===== src/rtl/crd_pkg.sv =====
// Shared constants and types of the control report event decoder.
package crd_pkg;

	localparam int NUM_BUTTONS_DEF  = 48;
	localparam int NUM_ENCODERS_DEF = 8;

	localparam int BTN_W      = 48;
	localparam int ENC_PORTS  = 8;
	localparam int NUM_EVT    = ENC_PORTS + 1;
	localparam int IDX_W      = 6;
	localparam int SHIFT_BIT  = 39;

	localparam logic [7:0] MAIN_TOP    = 8'h0f;
	localparam logic [7:0] MAIN_BOTTOM = 8'h00;
	localparam logic [3:0] HIGH_WRAP   = 4'd3;

	typedef enum logic {
		KIND_BUTTON  = 1'b0,
		KIND_ENCODER = 1'b1
	} kind_t;

	typedef struct packed {
		logic [BTN_W-1:0]               button_bits;
		logic [7:0]                     main_encoder;
		logic [ENC_PORTS-1:0][15:0]     enc_pos;
	} report_t;

	typedef struct packed {
		logic                   btn_hit;
		logic [IDX_W-1:0]       btn_index;
		logic                   btn_value;
		logic [NUM_EVT-1:0]     enc_chg;
		logic [NUM_EVT-1:0]     enc_up;
		logic                   shift;
	} decode_t;

	typedef struct packed {
		kind_t              kind;
		logic [IDX_W-1:0]   index;
		logic               value;
		logic               shift;
		logic               last;
	} event_t;

endpackage


===== src/rtl/crd_report_if.sv =====
// Channel interfaces: input reports and output events.
interface crd_report_if;
	logic        valid;
	logic        ready;
	logic [47:0] button_bits;
	logic [7:0]  main_encoder;
	logic [15:0] enc_pos_a;
	logic [15:0] enc_pos_b;
	logic [15:0] enc_pos_c;
	logic [15:0] enc_pos_d;
	logic [15:0] enc_pos_e;
	logic [15:0] enc_pos_f;
	logic [15:0] enc_pos_g;
	logic [15:0] enc_pos_h;

	modport source (output valid, button_bits, main_encoder, enc_pos_a, enc_pos_b,
		enc_pos_c, enc_pos_d, enc_pos_e, enc_pos_f, enc_pos_g, enc_pos_h, input ready);
	modport sink (input valid, button_bits, main_encoder, enc_pos_a, enc_pos_b,
		enc_pos_c, enc_pos_d, enc_pos_e, enc_pos_f, enc_pos_g, enc_pos_h, output ready);
endinterface

interface crd_event_if;
	logic       valid;
	logic       ready;
	logic       event_kind;
	logic [5:0] event_index;
	logic       event_value;
	logic       shift_held;
	logic       last_event;

	modport source (output valid, event_kind, event_index, event_value, shift_held,
		last_event, input ready);
	modport sink (input valid, event_kind, event_index, event_value, shift_held,
		last_event, output ready);
endinterface


===== src/rtl/crd_decode.sv =====
// Known button/encoder state and the compare of one report against it.
module crd_decode #(
	parameter int NUM_BUTTONS  = crd_pkg::NUM_BUTTONS_DEF,
	parameter int NUM_ENCODERS = crd_pkg::NUM_ENCODERS_DEF
) (
	input  logic             clk,
	input  logic             arst_n,
	input  crd_pkg::report_t rpt_s1,
	input  logic             commit,
	output crd_pkg::decode_t dec
);

	localparam int NB = (NUM_BUTTONS < crd_pkg::BTN_W) ? NUM_BUTTONS : crd_pkg::BTN_W;
	localparam logic [NB-1:0] SHIFT_MASK =
		(crd_pkg::SHIFT_BIT < NB) ? (NB'(1) << crd_pkg::SHIFT_BIT) : '0;

	logic [NB-1:0]  known_btn_q;
	logic [7:0]     known_main_q;
	logic [15:0]    known_enc_q [NUM_ENCODERS];

	logic [NB-1:0]  new_btn;
	logic [NB-1:0]  diff;
	logic [7:0]     main_nv;
	logic [7:0]     main_ov;
	logic [crd_pkg::NUM_EVT-1:0] chg;
	logic [crd_pkg::NUM_EVT-1:0] up;

	assign new_btn = rpt_s1.button_bits[NB-1:0];
	assign diff    = (new_btn ^ known_btn_q) & ~SHIFT_MASK;

	// main encoder: 15 -> 0 wraps up, 0 -> 15 wraps down
	assign main_nv = rpt_s1.main_encoder;
	assign main_ov = known_main_q;
	assign chg[0]  = (main_nv != main_ov);
	assign up[0]   = ((main_ov < main_nv) ||
		(main_ov == crd_pkg::MAIN_TOP && main_nv == crd_pkg::MAIN_BOTTOM)) &&
		!(main_ov == crd_pkg::MAIN_BOTTOM && main_nv == crd_pkg::MAIN_TOP);

	// other encoders: stored high nibble 3 -> new high byte 0 wraps up, reverse wraps down
	for (genvar e = 0; e < crd_pkg::ENC_PORTS; e++) begin : g_enc
		if (e < NUM_ENCODERS) begin : g_on
			logic [15:0] nv;
			logic [15:0] ov;
			logic [3:0]  ph;
			logic [7:0]  nh;
			assign nv = rpt_s1.enc_pos[e];
			assign ov = known_enc_q[e];
			assign ph = ov[11:8];
			assign nh = nv[15:8];
			assign chg[e+1] = (nv != ov);
			assign up[e+1]  = ((ov < nv) || (ph == crd_pkg::HIGH_WRAP && nh == 8'd0)) &&
				!(ph == 4'd0 && nh == {4'd0, crd_pkg::HIGH_WRAP});
		end else begin : g_off
			assign chg[e+1] = 1'b0;
			assign up[e+1]  = 1'b0;
		end
	end

	always_comb begin
		dec           = '0;
		dec.shift     = rpt_s1.button_bits[crd_pkg::SHIFT_BIT];
		dec.btn_hit   = |diff;
		// lowest differing button wins
		for (int i = NB - 1; i >= 0; i--) begin
			if (diff[i]) begin
				dec.btn_index = crd_pkg::IDX_W'(i);
				dec.btn_value = new_btn[i];
			end
		end
		if (!dec.btn_hit) begin
			dec.enc_chg = chg;
			dec.enc_up  = up;
		end
	end

	always_ff @(posedge clk or negedge arst_n) begin
		if (!arst_n) begin
			known_btn_q  <= '0;
			known_main_q <= '0;
			for (int e = 0; e < NUM_ENCODERS; e++) known_enc_q[e] <= '0;
		end else if (commit) begin
			if (dec.btn_hit) begin
				known_btn_q[dec.btn_index[$clog2(NB)-1:0]] <= dec.btn_value;
			end else begin
				// unchanged encoders just rewrite their own value
				known_main_q <= rpt_s1.main_encoder;
				for (int e = 0; e < NUM_ENCODERS; e++) known_enc_q[e] <= rpt_s1.enc_pos[e];
			end
		end
	end

	a_shift_never_reported: assert property (@(posedge clk) disable iff (!arst_n)
		dec.btn_hit |-> dec.btn_index != crd_pkg::IDX_W'(crd_pkg::SHIFT_BIT))
		else $error("shift bit decoded as button event");

	a_shift_never_stored: assert property (@(posedge clk) disable iff (!arst_n)
		(diff & SHIFT_MASK) == '0 && (known_btn_q & SHIFT_MASK) == '0)
		else $error("shift bit entered the known button state");

	a_button_blocks_encoders: assert property (@(posedge clk) disable iff (!arst_n)
		dec.btn_hit |-> dec.enc_chg == '0)
		else $error("encoder events decoded alongside a button event");

endmodule


===== src/rtl/crd_emit.sv =====
// Event queue of one decoded report and the output register, one event per cycle while the sink is ready.
module crd_emit (
	input  logic             clk,
	input  logic             arst_n,
	input  logic             load,
	input  crd_pkg::decode_t dec,
	output logic             free,
	crd_event_if.source      evt
);

	logic                        btn_pend_s2;
	logic [crd_pkg::NUM_EVT-1:0] enc_pend_s2;
	logic [crd_pkg::IDX_W-1:0]   btn_index_s2;
	logic                        btn_value_s2;
	logic [crd_pkg::NUM_EVT-1:0] enc_up_s2;
	logic                        shift_s2;

	logic                        out_valid_q;
	crd_pkg::event_t             out_q;

	logic                        busy;
	logic                        out_free;
	logic                        emit;
	logic [crd_pkg::NUM_EVT-1:0] pick;
	logic [crd_pkg::NUM_EVT-1:0] rest;
	crd_pkg::event_t             nxt;

	assign busy     = btn_pend_s2 || (|enc_pend_s2);
	assign out_free = !out_valid_q || evt.ready;
	assign emit     = busy && out_free;

	always_comb begin
		pick = '0;
		nxt  = '0;
		nxt.shift = shift_s2;
		for (int i = crd_pkg::NUM_EVT - 1; i >= 0; i--) begin
			if (enc_pend_s2[i]) begin
				pick      = crd_pkg::NUM_EVT'(1) << i;
				nxt.index = crd_pkg::IDX_W'(i);
			end
		end
		rest = enc_pend_s2 & ~pick;
		if (btn_pend_s2) begin
			nxt.kind  = crd_pkg::KIND_BUTTON;
			nxt.index = btn_index_s2;
			nxt.value = btn_value_s2;
			nxt.last  = 1'b1;
		end else begin
			nxt.kind  = crd_pkg::KIND_ENCODER;
			nxt.value = |(enc_up_s2 & pick);
			nxt.last  = (rest == '0);
		end
	end

	assign free = !busy || (emit && nxt.last);

	always_ff @(posedge clk or negedge arst_n) begin
		if (!arst_n) begin
			btn_pend_s2 <= 1'b0;
			enc_pend_s2 <= '0;
		end else if (load) begin
			btn_pend_s2 <= dec.btn_hit;
			enc_pend_s2 <= dec.enc_chg;
		end else if (emit) begin
			btn_pend_s2 <= 1'b0;
			enc_pend_s2 <= rest;
		end
	end

	always_ff @(posedge clk) begin
		if (load) begin
			btn_index_s2 <= dec.btn_index;
			btn_value_s2 <= dec.btn_value;
			enc_up_s2    <= dec.enc_up;
			shift_s2     <= dec.shift;
		end
	end

	always_ff @(posedge clk or negedge arst_n) begin
		if (!arst_n) begin
			out_valid_q <= 1'b0;
		end else if (out_free) begin
			out_valid_q <= busy;
		end
	end

	always_ff @(posedge clk) begin
		if (emit) out_q <= nxt;
	end

	assign evt.valid       = out_valid_q;
	assign evt.event_kind  = out_q.kind;
	assign evt.event_index = out_q.index;
	assign evt.event_value = out_q.value;
	assign evt.shift_held  = out_q.shift;
	assign evt.last_event  = out_q.last;

	a_no_load_while_busy: assert property (@(posedge clk) disable iff (!arst_n)
		load |-> free)
		else $error("report loaded over pending events");

	a_nonlast_keeps_busy: assert property (@(posedge clk) disable iff (!arst_n)
		(emit && !nxt.last) |=> busy)
		else $error("queue emptied before last event");

	a_button_is_single: assert property (@(posedge clk) disable iff (!arst_n)
		(out_valid_q && out_q.kind == crd_pkg::KIND_BUTTON) |-> out_q.last)
		else $error("button event not marked last");

	a_button_alone: assert property (@(posedge clk) disable iff (!arst_n)
		btn_pend_s2 |-> enc_pend_s2 == '0)
		else $error("button and encoder events queued together");

endmodule


===== src/rtl/control_report_event_decoder_unit.sv =====
// Control report event decoder: top level with input register, decoder and event queue.
// The first event of a report passes the input register and the event queue before the output register.
// A report causes 1 to 9 events and holds the event queue until its last event leaves;
// a report with no change yields nothing and never enters the event queue.
// Events leave one per cycle while the sink is ready; the input register takes a new report while one drains.
// Reset (arst_n low, async) clears known buttons and encoders and empties all stages.
module control_report_event_decoder_unit #(
	parameter int NUM_BUTTONS  = crd_pkg::NUM_BUTTONS_DEF,
	parameter int NUM_ENCODERS = crd_pkg::NUM_ENCODERS_DEF
) (
	input  logic         clk,
	input  logic         arst_n,
	crd_report_if.sink   rpt,
	crd_event_if.source  evt
);

	// input register
	logic              valid_s1;
	crd_pkg::report_t  rpt_s1;

	crd_pkg::decode_t  dec;
	logic              q_free;
	logic              advance;
	logic              load;

	// a report moves into the queue as soon as the previous one has sent its last event
	assign advance   = valid_s1 && q_free;
	assign rpt.ready = !valid_s1 || q_free;
	// reports that change nothing are dropped here, no event slot used
	assign load      = advance && (dec.btn_hit || (|dec.enc_chg));

	always_ff @(posedge clk or negedge arst_n) begin
		if (!arst_n) begin
			valid_s1 <= 1'b0;
		end else if (rpt.ready) begin
			valid_s1 <= rpt.valid;
		end
	end

	always_ff @(posedge clk) begin
		if (rpt.valid && rpt.ready) begin
			rpt_s1.button_bits  <= rpt.button_bits;
			rpt_s1.main_encoder <= rpt.main_encoder;
			rpt_s1.enc_pos      <= {rpt.enc_pos_h, rpt.enc_pos_g, rpt.enc_pos_f,
				rpt.enc_pos_e, rpt.enc_pos_d, rpt.enc_pos_c, rpt.enc_pos_b, rpt.enc_pos_a};
		end
	end

	// known state is updated when the report leaves the input register
	crd_decode #(
		.NUM_BUTTONS  (NUM_BUTTONS),
		.NUM_ENCODERS (NUM_ENCODERS)
	) u_decode (
		.clk    (clk),
		.arst_n (arst_n),
		.rpt_s1 (rpt_s1),
		.commit (advance),
		.dec    (dec)
	);

	crd_emit u_emit (
		.clk    (clk),
		.arst_n (arst_n),
		.load   (load),
		.dec    (dec),
		.free   (q_free),
		.evt    (evt)
	);

	a_accept_only_when_room: assert property (@(posedge clk) disable iff (!arst_n)
		(valid_s1 && !q_free) |-> !rpt.ready)
		else $error("input register overwritten while held");

	a_held_report_advances: assert property (@(posedge clk) disable iff (!arst_n)
		(valid_s1 && q_free && !rpt.valid) |=> !valid_s1)
		else $error("input register did not drain");

	a_load_needs_report: assert property (@(posedge clk) disable iff (!arst_n)
		load |-> valid_s1)
		else $error("event queue loaded without a report");

endmodule

===== src/flat_wrapper.sv =====
// flat-port wrapper written by rule: the top's interface ports become plain ports
module control_report_event_decoder_unit_flat 
#(
	parameter int NUM_BUTTONS  = crd_pkg::NUM_BUTTONS_DEF,
	parameter int NUM_ENCODERS = crd_pkg::NUM_ENCODERS_DEF
)
  (clk, arst_n, rpt_valid, rpt_button_bits, rpt_main_encoder, rpt_enc_pos_a, rpt_enc_pos_b, rpt_enc_pos_c, rpt_enc_pos_d, rpt_enc_pos_e, rpt_enc_pos_f, rpt_enc_pos_g, rpt_enc_pos_h, rpt_ready, evt_valid, evt_event_kind, evt_event_index, evt_event_value, evt_shift_held, evt_last_event, evt_ready);
  crd_report_if rpt_i ();
  crd_event_if evt_i ();
  input  logic clk;
  input  logic arst_n;
  input wire logic [$bits(rpt_i.valid)-1:0] rpt_valid;
  input wire logic [$bits(rpt_i.button_bits)-1:0] rpt_button_bits;
  input wire logic [$bits(rpt_i.main_encoder)-1:0] rpt_main_encoder;
  input wire logic [$bits(rpt_i.enc_pos_a)-1:0] rpt_enc_pos_a;
  input wire logic [$bits(rpt_i.enc_pos_b)-1:0] rpt_enc_pos_b;
  input wire logic [$bits(rpt_i.enc_pos_c)-1:0] rpt_enc_pos_c;
  input wire logic [$bits(rpt_i.enc_pos_d)-1:0] rpt_enc_pos_d;
  input wire logic [$bits(rpt_i.enc_pos_e)-1:0] rpt_enc_pos_e;
  input wire logic [$bits(rpt_i.enc_pos_f)-1:0] rpt_enc_pos_f;
  input wire logic [$bits(rpt_i.enc_pos_g)-1:0] rpt_enc_pos_g;
  input wire logic [$bits(rpt_i.enc_pos_h)-1:0] rpt_enc_pos_h;
  output wire logic [$bits(rpt_i.ready)-1:0] rpt_ready;
  output wire logic [$bits(evt_i.valid)-1:0] evt_valid;
  output wire logic [$bits(evt_i.event_kind)-1:0] evt_event_kind;
  output wire logic [$bits(evt_i.event_index)-1:0] evt_event_index;
  output wire logic [$bits(evt_i.event_value)-1:0] evt_event_value;
  output wire logic [$bits(evt_i.shift_held)-1:0] evt_shift_held;
  output wire logic [$bits(evt_i.last_event)-1:0] evt_last_event;
  input wire logic [$bits(evt_i.ready)-1:0] evt_ready;
  assign rpt_i.valid = rpt_valid;
  assign rpt_i.button_bits = rpt_button_bits;
  assign rpt_i.main_encoder = rpt_main_encoder;
  assign rpt_i.enc_pos_a = rpt_enc_pos_a;
  assign rpt_i.enc_pos_b = rpt_enc_pos_b;
  assign rpt_i.enc_pos_c = rpt_enc_pos_c;
  assign rpt_i.enc_pos_d = rpt_enc_pos_d;
  assign rpt_i.enc_pos_e = rpt_enc_pos_e;
  assign rpt_i.enc_pos_f = rpt_enc_pos_f;
  assign rpt_i.enc_pos_g = rpt_enc_pos_g;
  assign rpt_i.enc_pos_h = rpt_enc_pos_h;
  assign rpt_ready = rpt_i.ready;
  assign evt_valid = evt_i.valid;
  assign evt_event_kind = evt_i.event_kind;
  assign evt_event_index = evt_i.event_index;
  assign evt_event_value = evt_i.event_value;
  assign evt_shift_held = evt_i.shift_held;
  assign evt_last_event = evt_i.last_event;
  assign evt_i.ready = evt_ready;
  control_report_event_decoder_unit #(.NUM_BUTTONS(NUM_BUTTONS), .NUM_ENCODERS(NUM_ENCODERS)) u_core (.clk(clk), .arst_n(arst_n), .rpt(rpt_i), .evt(evt_i));
endmodule

===== config.mk =====
export PLATFORM = sky130hd
export DESIGN_NAME = control_report_event_decoder_unit_flat
export DESIGN_NICKNAME = d
export VERILOG_FILES = /design/src/rtl/crd_pkg.sv /design/src/rtl/crd_report_if.sv /design/src/rtl/crd_decode.sv /design/src/rtl/crd_emit.sv /design/src/rtl/control_report_event_decoder_unit.sv /design/src/flat_wrapper.sv
export SDC_FILE = /design/constraint.sdc
export NUM_CORES = 1
export LEC_CHECK = 0
export BUFFER_PORTS_ARGS = -buffer_cell sky130_fd_sc_hd__buf_2
export CAP_MARGIN = 30
export CORE_MARGIN = 10
export CORE_UTILIZATION = 41
export CTS_CLUSTER_SIZE = 28
export DETAILED_ROUTE_END_ITERATION = 7
export GPL_ROUTABILITY_DRIVEN = 0
export GPL_TIMING_DRIVEN = 0
export SLEW_MARGIN = 20
export SYNTH_ARGS = -nofsm -noshare
export SYNTH_HDL_FRONTEND = slang
export SYNTH_SLANG_ARGS = --single-unit

===== constraint.sdc =====
create_clock -name clk -period 7.6 [get_ports clk]
set_input_delay 2.28 -clock clk [delete_from_list [all_inputs] [get_ports clk]]
set_output_delay 2.28 -clock clk [all_outputs]
set_load 0.005 [all_outputs]

; ---- Yosys cells after proc, flatten, opt, wreduce, memory -nomap -nowiden
; Index checks and enable logic that the tools add are counted.
[classes]
magnitude_cmp = 11
n_eq_ne = 27
muxes = 77
bitwise = 5
n_reduce_logical = 85
[op_table]
columns = cell, count
row1 = $mux W7, 47
row2 = $lt A16 B16 Y1, 8
row3 = $ne A16 B16 Y1, 8
row4 = $mux W9, 11
row5 = $logic_not A8 Y1, 10
row6 = $eq A8 B2 Y1 const B, 8
row7 = $bwmux W48, 1
row8 = $mux W6, 8
row9 = $xor A48 B48 Y48, 1
row10 = $reduce_or A47 Y1, 1
row11 = $logic_and A1 B1 Y1, 33
row12 = $eq A4 B2 Y1 const B, 8
row13 = $logic_not A4 Y1, 8
row14 = $reduce_or A9 Y1, 3
row15 = $and A9 B9 Y9, 2
row16 = $mux W18, 1
row17 = $eq A8 B4 Y1 const B, 2
row18 = $logic_or A1 B1 Y1, 14
row19 = $logic_not A1 Y1, 12
row20 = $logic_not A9 Y1, 1
row21 = $not A9 Y9, 1
row22 = $lt A8 B8 Y1, 1
row23 = $mux W4, 2
row24 = $ne A8 B8 Y1, 1
row25 = other kinds (7), 13
[totals]
regBits = 407
inputBits = 188
out_inout_bits = 12
word_cells = 238

; ---- Longest topological paths before layout
[logic_depth]
ltp_word = 53
depth_mapped = 13
ltp_nobuf = 11

; ---- Modules after synthesis
; Synthesis repeated with hierarchy kept, for this count alone.
[unflattened]
hier_cells = 1776
hier_area_um2 = 20111.8
[by_module_without_submodules]
columns = module, instances, cells_per_inst, area_per_inst_um2, seq_area_each_um2
row1 = crd_decode, 1, 1448, 12853.6, 4579.4
row2 = control_report_event_decoder_unit, 1, 194, 5619.1, 5550.3
row3 = crd_emit, 1, 134, 1639.1, 1086.0

; ---- Worst setup path before layout
; Ideal clock, no wire load.
[synth_timing]
kind = input to register
start = input port evt_ready
end = register u_core.rpt_s1[0] (netlist name)
setup_time_ps = 567
arrival_time_ps = 6844
slack_ps = 189
stages = 4
n_path_buf = 0
path_cell_list = nand2b_1 a21oi_1 nand2_1 and2_1
[synth_between]
elab_chain_cells = 6
[synth_lines]
columns = item, line
row1 = "start, declared", flat_wrapper.sv:30  ; input wire logic [$bits(evt_i.ready)-1:0] evt_ready;
row2 = $logic_or A1 B1 Y1, crd_emit.sv:29  ; assign out_free = !out_valid_q || evt.ready;
row3 = $logic_and A1 B1 Y1, crd_emit.sv:30  ; assign emit = busy && out_free;
row4 = $logic_and A1 B1 Y1, crd_emit.sv:55  ; assign free = !busy || (emit && nxt.last);
row5 = $logic_or A1 B1 Y1, crd_emit.sv:55
row6 = $logic_or A1 B1 Y1, control_report_event_decoder_unit.sv:28  ; assign rpt.ready = !valid_s1 || q_free;
row7 = named net rpt_ready, flat_wrapper.sv:23  ; output wire logic [$bits(rpt_i.ready)-1:0] rpt_ready;
row8 = $logic_and A1 B1 Y1, control_report_event_decoder_unit.sv:41  ; if (rpt.valid && rpt.ready) begin
; The timed path passes the listed nets, and every way through them passes these cells.
; A chain may end at the register's enable or synchronous reset.

; ---- Worst setup path after layout
[layout_timing]
start = input port evt_ready
end = output port rpt_ready
[layout_between]
elab_chain_cells = 5
[layout_lines]
columns = item, line
row1 = $logic_or A1 B1 Y1, crd_emit.sv:29
row2 = $logic_and A1 B1 Y1, crd_emit.sv:30
row3 = $logic_and A1 B1 Y1, crd_emit.sv:55
row4 = $logic_or A1 B1 Y1, crd_emit.sv:55
row5 = $logic_or A1 B1 Y1, control_report_event_decoder_unit.sv:28
row6 = "end, declared", flat_wrapper.sv:23
; No other way between the ends.

==> summary.txt <==
Status
  • Outcome: complete, no violations

Critical path
  • Crit path largest cell delay: 0.23 ns
  • Crit path buffers/inverters: 2
  • Crit-path slowest cell: a21oi_1
  • Most used cell, CP: buf_2
  • Worst Path Max Fanout: 4
  • Critical Path AT: 3.12 ns
  • Worst r2r src: u_core.rpt_s1[158]$_DFFE_PP_
  • CP startpoint: evt_ready
  • Setup crit end kind: output port
  • Worst setup path class: primary input to output port
  • Startpoint class of the critical path: primary input
  • Worst-path cell chain: buf_2 > nand2b_1 > a21oi_1 > nand2_1 > buf_2
  • CP Data Required Time: 5.32 ns
  • Cell family with most CP delay: simple AND/OR/NAND/NOR gates

Die
  • Initial cell density of the core: 41.4%
  • IO Count: 200
  • Die X: 240 um
  • Core Box Area: 0.0477 mm^2
  • Die area: 0.0574 mm^2
  • FP Rows: 80
  • Die Ht: 240 um

Detailed routing
  • WL/cell: 18.1 um
  • DRT iter0 DRCs: 989
  • Mean number of vias per cell: 5.20
  • DRC Markers: 0
  • Vias: 13900
  • Router iterations before antenna repair: 5
  • Post-DRT Antenna Nets: 0
  • Wirelength, routed: 48600 um

STA
  • Fin crit share: 71.1%
  • Worst clock skew: 0.0151 ns
  • Setup WS post-layout: 2.20 ns
  • Final period demand of the worst path: 5.40 ns
  • Final setup vio count: 0
  • Hold Vio Cnt, Final: 0
  • Max transition margin: 40.4%
  • Max Freq: 185 MHz
  • Max-slew violation count: 0
  • RSZ-0062 raised after global routing: no
  • Worst-margin pin slew: 0.895 ns

Global route
  • Vias in the first global route: 14600
  • Initial antenna violation count: 0
  • Global route overflow: 0
  • Largest net degree at the start of global routing: 89
  • GRT Resource Usage Total: 17.1%
  • First-pass GRT wire length: 77900 um

Synthesis
  • FFs w/ async S/R, synth: 48.0%
  • Yosys top cell by area: edfxtp_1
  • FF+latch count, synth: 406
  • Mean Syn Cell Area: 11.2 um^2
  • Yosys cell types: 75
  • Yosys warning count: 0
  • Post-synth top area share: 32.1%
  • Area contributors post-synth: edfxtp_1 32%, dfrtp_1 25%, ha_1 8.7%, o21ai_0 4.8%, nand2_1 4.2%
  • EDFF count, synth: 211
  • Syn nets: 2097
  • Top FF cell, synth: edfxtp_1
  • Post-synthesis sequential area ratio: 56.8%
  • Post-Syn Area: 0.0198 mm^2
  • Syn Inst Count: 1772

Layout
  • Final Cell Area: 0.0233 mm^2
  • Number of diodes: 0
  • Most frequent cells in the layout: 223 x nand2_1, 211 x edfxtp_1, 209 x buf_2
  • Net count, final: 2352
  • Commonest non-fill, non-tap cell in the layout: nand2_1
  • Fraction of layout cells with a size suffix above 1: 16.8%
  • Layout fillers: 4340
  • Area grow syn2layout: 18.1%

Clocking
  • Cts hold-fix bufs: 0
  • Clk pin slew, worst setup/hold paths: 0.05 ns
  • Post-CTS Setup Bufs: 0
  • Clock root cell: clkbuf_16
  • H-tree depth: 2
  • Clk Latency, worst-skew pair: 0.58 ns
  • Resize count post-CTS: 0
  • TritonCTS clock tree: built
  • Inserted Clock Buffers: 47
  • CTS Buffer Depth: 3
  • Clock Sinks: 406

Pwr
  • PwrDens: 243 mW/mm^2
  • VDD IR-drop max: 0.161 mV
  • Leakage: 10.4 nW

Hold path
  • Hold crit path type: flip-flop to flip-flop
  • Hold Startpoint: u_core.rpt_s1[175]$_DFFE_PP_

Flow run
  • Max Cap Viol: 0

Place
  • Pre-CTS setup slack: 2.23 ns
  • Placed cell area: 0.0217 mm^2
  • I/O Buffers: 199
  • DP HPWL: 35900 um
## flip-flops by register name (all words and copies together), names as in the netlist
| signal | cells |
|---|---|
| u_core.u_emit.shift_s2 | 1 |
| u_core.u_decode.known_btn_q | 47 |
| u_core.u_emit.btn_index_s2 | 6 |
| u_core.u_emit.evt.event_value | 1 |
| u_core.u_emit.evt.valid | 1 |
| u_core.u_emit.btn_value_s2 | 1 |
| u_core.u_emit.btn_pend_s2 | 1 |
| u_core.u_emit.evt.shift_held | 1 |
| u_core.u_decode.g_enc.g_on.ov | 128 |
| u_core.u_decode.known_main_q | 8 |
| u_core.u_emit.evt.event_index | 6 |
| u_core.u_emit.enc_pend_s2 | 9 |
| u_core.u_emit.enc_up_s2 | 9 |
| u_core.rpt_s1 | 184 |
| u_core.valid_s1 | 1 |
| u_core.u_emit.evt.last_event | 1 |
| u_core.u_emit.evt.event_kind | 1 |
## kinds of logic after synthesis
kind of cell | share of synthesized area (%)
DFF | 56.8
xor gates and xnor gates | 2.57
AOI/OAI and AO/OA | 11.3
and+or+nand+nor | 12.6
muxes | 3.08
adders and majority gates | 9.33
buffers and inverters | 4.39
## Yosys cell counts, types with 15 or more instances
cell        n
a21o_1     15
a21oi_1    63
nand4_1    42
clkbuf_1   32
nand3_1    22
edfxtp_1  211
inv_1     174
mux2_2     28
xor2_1     23
nor2_1     64
o21a_1     20
ha_1      137
mux2_1     26
xnor2_1    35
nand2_1   223
nand2b_1   42
nor2b_1    30
dfrtp_1   195
o21ai_0   188
nor4_1     32
## per-layer routing
metal	wire [um]	vias to the layer above	track usage, %
li1	-	6815	-
met1	22300	6730	22.5
met2	22800	301	27.9
met3	2260	82	3.37
met4	1170	0	5.07
met5	0	-	0
## final timing paths
path / to / slack [ns] / depth (start not counted)
max: rpt_ready / 2.20 / 5
min: u_core.u_emit.shift_s2$_DFFE_PP_ / 0.42 / 0
max reg2reg: u_core.u_decode.g_enc[0].g_on.ov[14]$_DFFE_PN0P_ / 3.71 / 11
min reg2reg: u_core.u_emit.shift_s2$_DFFE_PP_ / 0.42 / 0
max in group asynchronous: u_core.u_decode.known_btn_q[36]$_DFFE_PN0P_ / 5.33 / 2
min in group asynchronous: u_core.u_decode.g_enc[3].g_on.ov[10]$_DFFE_PN0P_ / 1.53 / 1
## report_power, final
part	total (W)	switching (W)	internal, W
Sequential	0.00257	0.0000893	0.00248
Combinational	0.000699	0.000455	0.000244
Clock	0.00241	0.000905	0.00150
Total	0.00568	0.00145	0.00423
## per-stage QoR
stage          cells  util (%)  total power [W]  hold slack (ns)  setup TNS, ns
6_report        2680      48.9          0.00568            0.422              0
5_1_grt         2680      48.9          0.00594            0.445              0
4_1_cts         2680      48.9          0.00576            0.425              0
3_5_place_dp    2593      45.4          0.00331            0.412              0
3_3_place_gp    2586      45.1          0.00331            0.401        -324.72
2_1_floorplan   1772         -          0.00302            0.400              0
## cell type report
class | instances | area (um^2) | share of cell area, %
buffer | 48 | 211 | 0.906
clock buffer | 67 | 1350 | 5.77
clock inverter | 20 | 298 | 1.28
inverter | 175 | 657 | 2.81
multi-input combinational | 1143 | 7680 | 32.9
sequential | 406 | 11200 | 48.0
tap | 615 | 769 | 3.30
timing repair buffer | 206 | 1160 | 4.98
Power figures use the tool's default switching activity.
